==> src/rtl/mh2_pkg.sv <==
// Package for the MurmurHash2 bucket selector: constants, codes, shared types
// and the small arithmetic helpers of the hash rounds.
// No dependencies; imported by every module of the block.
package mh2_pkg;

  // Hash constants
  localparam logic [31:0] MixMul     = 32'h5bd1e995;
  localparam int unsigned MixShift   = 24;
  localparam int unsigned FinShift1  = 13;
  localparam int unsigned FinShift2  = 15;

  // Configuration reset values
  localparam logic [31:0] SeedReset   = 32'd272727;
  localparam logic [31:0] BucketReset = 32'd1024;

  // Divider sizing
  localparam int unsigned DivSteps = 32;
  localparam int unsigned DivCntW  = $clog2(DivSteps);

  // Configuration register indexes
  localparam int unsigned CfgIdxW = 1;
  typedef enum logic [CfgIdxW-1:0] {
    CFG_HASH_SEED    = 1'd0,
    CFG_BUCKET_COUNT = 1'd1
  } cfg_reg_e;

  // Controller states
  typedef enum logic [2:0] {
    ST_IDLE,
    ST_MIX,
    ST_FIN,
    ST_DIV,
    ST_HOLD
  } ctrl_state_e;

  // Commands from controller to datapath
  typedef struct packed {
    logic load_word;  // transaction accepted: seed and first mix step
    logic mix2;       // second mix step of a full word
    logic fin;        // finalize and start the modulo
    logic out_load;   // move remainder into the output register
  } mh2_cmd_t;

  // Truncated 32-bit product with the mix constant
  function automatic logic [31:0] mul_m(input logic [31:0] x);
    logic [31:0] p;
    p = x * MixMul;
    return p;
  endfunction

  // Mask of the valid tail bytes for a count of 0 to 3
  function automatic logic [31:0] tail_mask(input logic [1:0] n);
    logic [31:0] m;
    case (n)
      2'd1:    m = 32'h0000_00ff;
      2'd2:    m = 32'h0000_ffff;
      2'd3:    m = 32'h00ff_ffff;
      default: m = 32'h0000_0000;
    endcase
    return m;
  endfunction

endpackage

==> src/rtl/mh2_div.sv <==
// Restoring divider returning the remainder, one quotient bit per cycle.
// Depends on mh2_pkg; instantiated by mh2_dp.
module mh2_div (
  input  logic        clk_i,
  input  logic        rst_ni,
  input  logic        start_i,
  input  logic [31:0] dividend_i,
  input  logic [31:0] divisor_i,
  output logic        busy_o,
  output logic [31:0] rem_o
);
  import mh2_pkg::*;

  logic               busy_q, busy_d;
  logic [DivCntW-1:0] cnt_q, cnt_d;
  logic [31:0]        rem_q, rem_d;
  logic [31:0]        dvd_q, dvd_d;
  logic [32:0]        trial;
  logic [32:0]        diff;

  // Shift in the next dividend bit and subtract when it fits
  assign trial = {rem_q, dvd_q[31]};
  assign diff  = trial - {1'b0, divisor_i};

  always_comb begin
    busy_d = busy_q;
    cnt_d  = cnt_q;
    rem_d  = rem_q;
    dvd_d  = dvd_q;
    if (start_i) begin
      busy_d = 1'b1;
      cnt_d  = '0;
      rem_d  = '0;
      dvd_d  = dividend_i;
    end else if (busy_q) begin
      rem_d = (trial >= {1'b0, divisor_i}) ? diff[31:0] : trial[31:0];
      dvd_d = {dvd_q[30:0], 1'b0};
      cnt_d = cnt_q + 1'b1;
      if (cnt_q == DivCntW'(DivSteps - 1)) begin
        busy_d = 1'b0;
      end
    end
  end

  // Control state
  always_ff @(posedge clk_i or negedge rst_ni) begin
    if (!rst_ni) begin
      busy_q <= 1'b0;
      cnt_q  <= '0;
    end else begin
      busy_q <= busy_d;
      cnt_q  <= cnt_d;
    end
  end

  // Working registers
  always_ff @(posedge clk_i) begin
    rem_q <= rem_d;
    dvd_q <= dvd_d;
  end

  assign busy_o = busy_q;
  assign rem_o  = rem_q;

endmodule

==> src/rtl/mh2_dp.sv <==
// Datapath of the hash: configuration registers, running hash, mix and
// finalize steps, modulo divider and output payload register.
// Depends on mh2_pkg and mh2_div.
module mh2_dp (
  input  logic                    clk_i,
  input  logic                    rst_ni,
  input  logic                    cfg_we_i,
  input  logic [mh2_pkg::CfgIdxW-1:0] cfg_idx_i,
  input  logic [31:0]             cfg_data_i,
  input  logic [31:0]             word_data_i,
  input  logic [2:0]              bytes_in_word_i,
  input  logic                    last_word_i,
  input  logic [31:0]             total_length_i,
  input  mh2_pkg::mh2_cmd_t       cmd_i,
  output logic                    div_busy_o,
  output logic [31:0]             bucket_index_o
);
  import mh2_pkg::*;

  logic [31:0] hash_seed_q;
  logic [31:0] bucket_count_q;
  logic        kip_q;
  logic [31:0] h_q, h_d;
  logic [31:0] k1_q;
  logic [31:0] hm_q;
  logic [31:0] bucket_index_q;
  logic [31:0] h_src;
  logic [31:0] tail_bits;
  logic [31:0] k_mid;
  logic [31:0] fin_prod;
  logic [31:0] fin_val;
  logic [31:0] rem;

  // Configuration writes
  always_ff @(posedge clk_i or negedge rst_ni) begin
    if (!rst_ni) begin
      hash_seed_q    <= SeedReset;
      bucket_count_q <= BucketReset;
    end else if (cfg_we_i) begin
      case (cfg_idx_i)
        CFG_HASH_SEED:    hash_seed_q    <= cfg_data_i;
        CFG_BUCKET_COUNT: bucket_count_q <= cfg_data_i;
        default: ;
      endcase
    end
  end

  // Seed on the first word of a key
  assign h_src     = kip_q ? h_q : (hash_seed_q ^ total_length_i);
  assign tail_bits = word_data_i & tail_mask(bytes_in_word_i[1:0]);
  assign k_mid     = k1_q ^ (k1_q >> MixShift);

  // Next running hash
  always_comb begin
    h_d = h_q;
    if (cmd_i.load_word) begin
      if (bytes_in_word_i[2]) begin
        h_d = h_src;
      end else if (bytes_in_word_i[1:0] == 2'd0) begin
        h_d = h_src;
      end else begin
        h_d = mul_m(h_src ^ tail_bits);
      end
    end else if (cmd_i.mix2) begin
      h_d = hm_q ^ mul_m(k_mid);
    end
  end

  // Key tracking
  always_ff @(posedge clk_i or negedge rst_ni) begin
    if (!rst_ni) begin
      kip_q <= 1'b0;
    end else if (cmd_i.load_word) begin
      kip_q <= !last_word_i;
    end
  end

  // Hash registers
  always_ff @(posedge clk_i or negedge rst_ni) begin
    if (!rst_ni) begin
      h_q <= '0;
    end else begin
      h_q <= h_d;
    end
  end

  // First mix step of a full word
  always_ff @(posedge clk_i) begin
    if (cmd_i.load_word) begin
      k1_q <= mul_m(word_data_i);
      hm_q <= mul_m(h_src);
    end
  end

  // Finalize into the divider
  assign fin_prod = mul_m(h_q ^ (h_q >> FinShift1));
  assign fin_val  = fin_prod ^ (fin_prod >> FinShift2);

  mh2_div u_div (
    .clk_i      (clk_i),
    .rst_ni     (rst_ni),
    .start_i    (cmd_i.fin),
    .dividend_i (fin_val),
    .divisor_i  (bucket_count_q),
    .busy_o     (div_busy_o),
    .rem_o      (rem)
  );

  // Output payload
  always_ff @(posedge clk_i) begin
    if (cmd_i.out_load) begin
      bucket_index_q <= rem;
    end
  end

  assign bucket_index_o = bucket_index_q;

endmodule

==> src/rtl/mh2_ctrl.sv <==
// Controller of the hash: sequences word mixing, finalize and modulo, and
// owns the input stall and the output valid.
// Depends on mh2_pkg.
module mh2_ctrl (
  input  logic              clk_i,
  input  logic              rst_ni,
  input  logic              in_valid_i,
  input  logic              full_word_i,
  input  logic              last_word_i,
  output logic              in_stall_o,
  output logic              out_valid_o,
  input  logic              out_stall_i,
  input  logic              div_busy_i,
  output mh2_pkg::mh2_cmd_t cmd_o
);
  import mh2_pkg::*;

  ctrl_state_e state_q, state_d;
  logic        last_q;
  logic        out_valid_q, out_valid_d;
  logic        in_acc;
  logic        out_free;

  assign in_acc   = in_valid_i && !in_stall_o;
  assign out_free = !out_valid_q || !out_stall_i;

  // Next state
  always_comb begin
    state_d = state_q;
    case (state_q)
      ST_IDLE: begin
        if (in_acc) begin
          if (full_word_i) begin
            state_d = ST_MIX;
          end else if (last_word_i) begin
            state_d = ST_FIN;
          end
        end
      end
      ST_MIX:  state_d = last_q ? ST_FIN : ST_IDLE;
      ST_FIN:  state_d = ST_DIV;
      ST_DIV: begin
        if (!div_busy_i) begin
          state_d = out_free ? ST_IDLE : ST_HOLD;
        end
      end
      ST_HOLD: begin
        if (out_free) begin
          state_d = ST_IDLE;
        end
      end
      default: state_d = ST_IDLE;
    endcase
  end

  // Outputs
  always_comb begin
    in_stall_o     = 1'b1;
    cmd_o          = '0;
    case (state_q)
      ST_IDLE: begin
        in_stall_o      = 1'b0;
        cmd_o.load_word = in_valid_i;
      end
      ST_MIX:  cmd_o.mix2 = 1'b1;
      ST_FIN:  cmd_o.fin  = 1'b1;
      ST_DIV:  cmd_o.out_load = !div_busy_i && out_free;
      ST_HOLD: cmd_o.out_load = out_free;
      default: ;
    endcase
  end

  // Hold the result valid until taken
  always_comb begin
    out_valid_d = out_valid_q;
    if (cmd_o.out_load) begin
      out_valid_d = 1'b1;
    end else if (out_valid_q && !out_stall_i) begin
      out_valid_d = 1'b0;
    end
  end

  always_ff @(posedge clk_i or negedge rst_ni) begin
    if (!rst_ni) begin
      state_q     <= ST_IDLE;
      last_q      <= 1'b0;
      out_valid_q <= 1'b0;
    end else begin
      state_q     <= state_d;
      out_valid_q <= out_valid_d;
      if (in_acc) begin
        last_q <= last_word_i;
      end
    end
  end

  assign out_valid_o = out_valid_q;

`ifndef SYNTHESIS
  // A waiting result is never overwritten
  assert property (@(posedge clk_i) disable iff (!rst_ni)
    cmd_o.out_load |-> (!out_valid_q || !out_stall_i))
    else $error("output register overwritten");

  // Finalize always starts the divider
  assert property (@(posedge clk_i) disable iff (!rst_ni)
    cmd_o.fin |=> (state_q == ST_DIV) && div_busy_i)
    else $error("divider not started");

  // Second mix step only follows an accepted full word
  assert property (@(posedge clk_i) disable iff (!rst_ni)
    (state_q == ST_MIX) |-> $past(in_acc && full_word_i))
    else $error("mix step without full word");

  // Divider never runs while a new word is accepted
  assert property (@(posedge clk_i) disable iff (!rst_ni)
    in_acc |-> !div_busy_i)
    else $error("input accepted during modulo");
`endif

endmodule

==> src/rtl/murmur2_string_hash_bucket.sv <==
// MurmurHash2 bucket selector: a full word is hashed on acceptance and mixed again in
// ST_MIX, a short word on acceptance only. A last word then passes through ST_FIN, the
// modulo divider in ST_DIV and the output load into the result register; the next word
// is taken only after that load, and later while an earlier result waits stalled.
// Reset clears the key state and output valid and loads hash_seed = 272727,
// bucket_count = 1024.
module murmur2_string_hash_bucket (
  input  logic                        clk_i,
  input  logic                        rst_ni,
  input  logic                        cfg_we_i,
  input  logic [mh2_pkg::CfgIdxW-1:0] cfg_idx_i,
  input  logic [31:0]                 cfg_data_i,
  input  logic                        in_valid_i,
  output logic                        in_stall_o,
  input  logic [31:0]                 word_data_i,
  input  logic [2:0]                  bytes_in_word_i,
  input  logic                        last_word_i,
  input  logic [31:0]                 total_length_i,
  output logic                        out_valid_o,
  input  logic                        out_stall_i,
  output logic [31:0]                 bucket_index_o
);
  import mh2_pkg::*;

  mh2_cmd_t cmd;
  logic     div_busy;

  mh2_ctrl u_ctrl (
    .clk_i       (clk_i),
    .rst_ni      (rst_ni),
    .in_valid_i  (in_valid_i),
    .full_word_i (bytes_in_word_i[2]),
    .last_word_i (last_word_i),
    .in_stall_o  (in_stall_o),
    .out_valid_o (out_valid_o),
    .out_stall_i (out_stall_i),
    .div_busy_i  (div_busy),
    .cmd_o       (cmd)
  );

  mh2_dp u_dp (
    .clk_i           (clk_i),
    .rst_ni          (rst_ni),
    .cfg_we_i        (cfg_we_i),
    .cfg_idx_i       (cfg_idx_i),
    .cfg_data_i      (cfg_data_i),
    .word_data_i     (word_data_i),
    .bytes_in_word_i (bytes_in_word_i),
    .last_word_i     (last_word_i),
    .total_length_i  (total_length_i),
    .cmd_i           (cmd),
    .div_busy_o      (div_busy),
    .bucket_index_o  (bucket_index_o)
  );

endmodule

==> config.mk <==
export PLATFORM = sky130hd
export DESIGN_NAME = murmur2_string_hash_bucket
export DESIGN_NICKNAME = d
export VERILOG_FILES = /design/src/rtl/mh2_pkg.sv /design/src/rtl/mh2_div.sv /design/src/rtl/mh2_dp.sv /design/src/rtl/mh2_ctrl.sv /design/src/rtl/murmur2_string_hash_bucket.sv
export SDC_FILE = /design/constraint.sdc
export NUM_CORES = 2
export LEC_CHECK = 0
export BUFFER_PORTS_ARGS = -buffer_cell sky130_fd_sc_hd__buf_2
export CORE_MARGIN = 1.5
export CORE_UTILIZATION = 30
export CTS_CLUSTER_SIZE = 10
export DETAILED_ROUTE_END_ITERATION = 8
export PLACE_DENSITY_LB_ADDON = 0.05
export SYNTH_ARGS = -nofsm -noshare
export SYNTH_HDL_FRONTEND = slang
export SYNTH_SLANG_ARGS = --single-unit
==> constraint.sdc <==
create_clock -name clk_i -period 11.6 [get_ports clk_i]
set_clock_uncertainty 0.2 [all_clocks]
set_input_delay 1.16 -clock clk_i [delete_from_list [all_inputs] [get_ports clk_i]]
set_output_delay 1.16 -clock clk_i [all_outputs]
set_load 0.01 [all_outputs]
==> Word-level counts from Yosys, hierarchy flattened <==
Index checks and enable logic that the tools add are counted.
{ "word_totals": {"wordCells": 87, "reg_bits": 268, "output_inout_bits": 34, "in_bits": 106} }
{ "op_classes": {"add_sub_neg": 2, "reduce_logical": 16, "n_eq_ne": 12, "mux": 29, "order_cmp": 1, "bitwise": 8, "multipliers": 5} }
{ "ops": {"columns": ["operator", "n"], "rows": [
  ["$mux W32", 8],
  ["$mul A32 B31 Y32 const B", 5],
  ["$xor A32 B32 Y32", 3],
  ["$pmux W24 S3", 1],
  ["$ge A33 B32 Y1", 1],
  ["$and A32 B24 Y32", 1],
  ["$sub A32 B32 Y32", 1],
  ["$xor A32 B17 Y32", 1],
  ["$xor A32 B19 Y32", 1],
  ["$xor A32 B8 Y32", 1],
  ["$mux W3", 6],
  ["$pmux W3 S5", 1],
  ["$mux W5", 2],
  ["$mux W1", 9],
  ["$eq A3 B2 Y1 const B", 2],
  ["$reduce_bool A2 Y1", 3],
  ["$add A5 B1 Y5 const B", 1],
  ["$eq A5 B5 Y1 const B", 1],
  ["$eq A2 B2 Y1 const B", 2],
  ["$logic_not A1 Y1", 4],
  ["$ne A2 B1 Y1 const B", 2],
  ["$reduce_and A2 Y1", 2],
  ["$reduce_and A4 Y1", 1],
  ["$eq A3 B1 Y1 const B", 1],
  ["other kinds (11)", 13]
]} }

==> Depth between registers and ports, before layout <==
{ "logic_depth": {"ltp_word": 8, "mapped_depth": 34} }

==> Hierarchy <==
A second synthesis with hierarchy kept.
{ "hier_totals": {"cells_unflattened": 5706, "area_unflattened_um2": 57352.5} }
{ "modules_own_cells": {"columns": ["mod", "seq_area_each_um2", "cells_each", "area_each_um2", "n_inst"], "rows": [
  ["mh2_dp", 5322.6, 5156, 52097.5, 1],
  ["mh2_div", 1751.7, 522, 4936.0, 1],
  ["mh2_ctrl", 125.1, 28, 319.1, 1]
]} }

==> Worst setup path before layout <==
No wires, ideal clock.
{ "synth_path": {"kind": "input port to flip-flop", "from": "input total_length_i[13]", "to": "register u_dp.h_q[28]", "setup_ns": 0.073, "t_arrival_ns": 8.651, "setup_slack_ns": 2.676, "path_stages": 25, "required_time_ns": 11.327, "n_path_buf": 0, "path_cell_list": "xnor2_1 o21ai_0 xnor2_1 ha_1 fa_1 inv_1 fa_1 inv_1 fa_1 inv_1 fa_1 inv_1 fa_1 inv_1 fa_1 inv_1 ha_1 or3_1 o41a_1 a311o_1 a311o_1 a2111oi_2 a41o_1 o21ai_1 a2bb2oi_2"} }
{ "synth_between": {"elab_chain_len": 7} }
{ "synth_rtl": {"columns": ["item", "line", "source"], "rows": [
  ["start: declaration", "murmur2_string_hash_bucket.sv:18", "input logic [31:0] total_length_i,"],
  ["$xor A32 B32 Y32", "mh2_dp.sv:49", "assign h_src = kip_q ? h_q : (hash_seed_q ^ total_length_i);"],
  ["$mux W32", "mh2_dp.sv:49", null],
  ["$xor A32 B32 Y32", "mh2_dp.sv:62", "h_d = mul_m(h_src ^ tail_bits);"],
  ["$mul A32 B31 Y32", "mh2_pkg.sv:47", "p = x * MixMul;"],
  ["$mux W32", "mh2_dp.sv:59", "end else if (bytes_in_word_i[1:0] == 2'd0) begin"],
  ["$mux W32", "mh2_dp.sv:57", "if (bytes_in_word_i[2]) begin"],
  ["$mux W32", "mh2_dp.sv:56", "if (cmd_i.load_word) begin"],
  ["end signal: assignment", "mh2_dp.sv:81", "h_q <= '0;"],
  ["end signal: assignment", "mh2_dp.sv:83", "h_q <= h_d;"],
  ["end: declaration", "mh2_dp.sv:23", "logic [31:0] h_q, h_d;"]
]} }
Every way passes these cells.
A chain may end at the register's enable or synchronous reset.

==> Final worst setup path <==
{ "layout_path": {"from": "register u_dp.kip_q", "to": "register u_dp.h_q[31]"} }
{ "layout_between": {"elab_chain_len": 6} }
{ "layout_rtl": {"columns": ["item", "line", "source"], "rows": [
  ["start: declaration", "mh2_dp.sv:22", "logic kip_q;"],
  ["start signal: assignment", "mh2_dp.sv:74", "kip_q <= !last_word_i;"],
  ["$mux W32 (*)", "mh2_dp.sv:49", null],
  ["$xor A32 B32 Y32", "mh2_dp.sv:62", null],
  ["$mul A32 B31 Y32", "mh2_pkg.sv:47", null],
  ["$mux W32", "mh2_dp.sv:59", null],
  ["$mux W32 (*)", "mh2_dp.sv:57", null],
  ["$mux W32 (*)", "mh2_dp.sv:56", null]
]} }
Mark *: on every way between the ends. The rest lies on a longest branch, timed or not.

==> qor.txt <==
status -> completed
Final Hold Viols -> 0
Seq cells post-synth -> 268
clock latency on the worst-skew pair -> 630 ps
# clock sinks -> 268
fin nets -> 7953
DRC Markers -> 0
Hold Crit Class -> reg -> reg
Synth Area in Compound Gates -> 6.67%
Synth Area in XOR/XNOR -> 7.25%
ys async rst share -> 40.3%
f_max -> 0.109 GHz
clock root buffer master -> clkbuf_16
final wirelength -> 187000 um
first-pass GRT wire length -> 282000 um
most common cell after layout, fill and taps aside -> inv_1
critical path type -> reg -> reg
Worst-path clk slew -> 60 ps
Mapped Avg Cell Area -> 10.0 sq um
Synth Area in Simple Gates -> 4.11%
critical path data arrival time -> 9520 ps
post-synthesis adder-cell area fraction -> 56.1%
die span in x -> 437 um
largest net degree at the start of global routing -> 78
Layout fillers -> 19700
CTS tree -> yes
synth unique cells -> 78
Hold WS -> 291 ps
I/O Pins -> 140
vias in the first global route -> 41800
commonest non-fill, non-tap cells in the layout -> 1649 x inv_1, 1104 x ha_1, 893 x fa_1
core area -> 0.187 sq mm
Slew @ Worst Pin -> 1380 ps
worst flop-to-flop path endpoint -> u_dp.h_q[31]$_DFFE_PN0P_
Syn Inst Count -> 5635
relative slew slack -> 7.54%
synth warn -> 0
hold buffers post-CTS -> 0
share of layout cells above drive strength 1 -> 6.84%
flop2flop setup slack -> 2400 ps
setup tns final -> 0 ps
reg2reg path depth -> 27
Mapped Area -> 0.0565 sq mm
Port-buffer cells -> 139
Net Count, Synth -> 7738
CTS Buffer Depth -> 3
EDFF count, synth -> 128
initial antenna violation count -> 8
overflow left after global routing -> 0
worst reg2reg startpoint -> u_dp.kip_q$_DFFE_PN0P_
postcts setup bufs -> 0
Detailed Route Iter0 Violations -> 1503
CP max-delay cell -> xnor2_1
multiplexer share of the synthesized area -> 1.76%
level count of the clock H-tree -> 2
proportion of synthesized chip area in sequential cells -> 12.7%
detailed placement HPWL -> 160000 um
DRT Pass-1 Iters -> 8
Area Overhead vs Synth -> 9.96%
top_reg_cell synth -> edfxtp_1
fin crit period -> 9200 ps
CP Max Fanout -> 33
vias per cell -> 4.45
Hold Path Sink -> u_ctrl.last_q$_DFFE_PN0P_
Final Slew Violations -> 0
via count -> 37300
starting density of the core -> 30.2%
Worst setup EP type -> flip-flop
Die H -> 437 um
Critical Path Max Stage Delay -> 820 ps
Final setup viols -> 0
row count -> 159
cts repair resizes -> 0
HP Start -> u_ctrl.last_q$_DFFE_PN0P_
Critical Path RT -> 11920 ps
main combinational cell family by area after synthesis -> adder cells
hold path depth -> 2
Max Cap Violations -> 0
GP Congestion -> 0.850
Routed Antenna Nets -> 0
Num CTS Buffers -> 39
Total GRT Usage -> 20.1%
area of the die -> 0.191 sq mm
CP Launch Type -> flip-flop
period utilization -> 79.3%
RSZ-0062 raised after global routing -> no
per-cell routed wire length -> 22.4 um
sequential cells by signal (all words and copies together) (netlist names):
register	count
u_dp.hash_seed_q	32
u_dp.hm_q	32
u_dp.bucket_count_q	32
u_dp.u_div.dvd_q	32
u_dp.bucket_index_o	32
u_ctrl.state_q	3
u_dp.u_div.rem_o	32
u_dp.k1_q	32
u_dp.u_div.busy_o	1
u_dp.h_q	32
u_dp.u_div.cnt_q	5
u_ctrl.last_q	1
u_dp.kip_q	1
u_ctrl.out_valid_o	1
cells by family after synthesis:
family	after synthesis
buffers and inverters	1712
xor gates and xnor gates	468
adders and majority gates	1997
AOI/OAI and AO/OA	599
muxes	91
DFF	268
and+or+nand+nor	500
stage by stage:
step | util, % | area (sq um) | instances | setup WS [ps]
after detailed placement | 32.5 | 60900 | 8304 | 1770
after CTS | 33.2 | 62100 | 8376 | 2300
after global routing | 33.2 | 62100 | 8376 | 1860
after global placement | 32.5 | 60900 | 8304 | 1760
after floorplan | - | 56500 | 5635 | 2680
final | 33.2 | 62100 | 8378 | 2400
routing by layer:
metal | GRT usage, % | share of wire (%)
met1 | 27.4 | 46
met2 | 35.2 | 49
met3 | 1.79 | 2.8
met4 | 2.88 | 1.4
met5 | 0 | 0.026
worst max-delay path, delay by kind of cell, from the launching register on:
family / cells / cell delay (ps)
buffers and inverters: 5 / 390
AOI/OAI and AO/OA: 8 / 2680
DFF: 1 / 660
xor gates and xnor gates: 3 / 1120
and+or+nand+nor: 2 / 580
adders and majority gates: 9 / 3430
synthesized netlist by cell type (20+ instances only):
library cell / instances / area, sq um
o21a_1: 37 / 278
nand3_1: 21 / 105
o21ai_0: 114 / 571
mux2_2: 65 / 732
ha_1: 1104 / 13800
xor2_1: 127 / 1110
nand2_1: 164 / 616
mux2i_1: 26 / 260
dfxtp_1: 32 / 641
nand2b_1: 25 / 156
a21oi_1: 182 / 911
nor2b_1: 24 / 150
a21o_1: 64 / 480
fa_1: 893 / 17900
xnor2_1: 341 / 2990
edfxtp_1: 128 / 3840
dfrtp_1: 98 / 2450
clkbuf_1: 50 / 188
o21ai_1: 42 / 210
nor3_1: 20 / 100
inv_1: 1649 / 6190
nor2_1: 155 / 582
a211oi_1: 37 / 278
cell type report:
cell class	count	area (sq um)	area share (%)
Tap cell	2495	3120	5.02
Clock buffer	54	1060	1.71
Sequential cell	268	7200	11.6
Timing Repair Buffer	234	1410	2.27
Multi-Input combinational cell	3655	43000	69.1
Inverter	1652	6200	9.98
Clock inverter	18	175	0.282
Antenna cell	2	5.00	0.00805
worst max path at each step:
stage                           startpoint                  endpoint  slack (ps)  cells after the start
detailed placement       total_length_i[9]  u_dp.h_q[28]$_DFFE_PN0P_        1770                     28
global route        u_dp.kip_q$_DFFE_PN0P_  u_dp.h_q[31]$_DFFE_PN0P_        1860                     27
CTS                 u_dp.kip_q$_DFFE_PN0P_  u_dp.h_q[31]$_DFFE_PN0P_        2300                     27
floorplan               total_length_i[13]  u_dp.h_q[28]$_DFFE_PN0P_        2680                     25
global placement         total_length_i[9]  u_dp.h_q[28]$_DFFE_PN0P_        1760                     30
finish              u_dp.kip_q$_DFFE_PN0P_  u_dp.h_q[31]$_DFFE_PN0P_        2400                     27
Power is not shown: default switching activity piles up to over one toggle a cycle in this logic, so the estimate is an artifact.
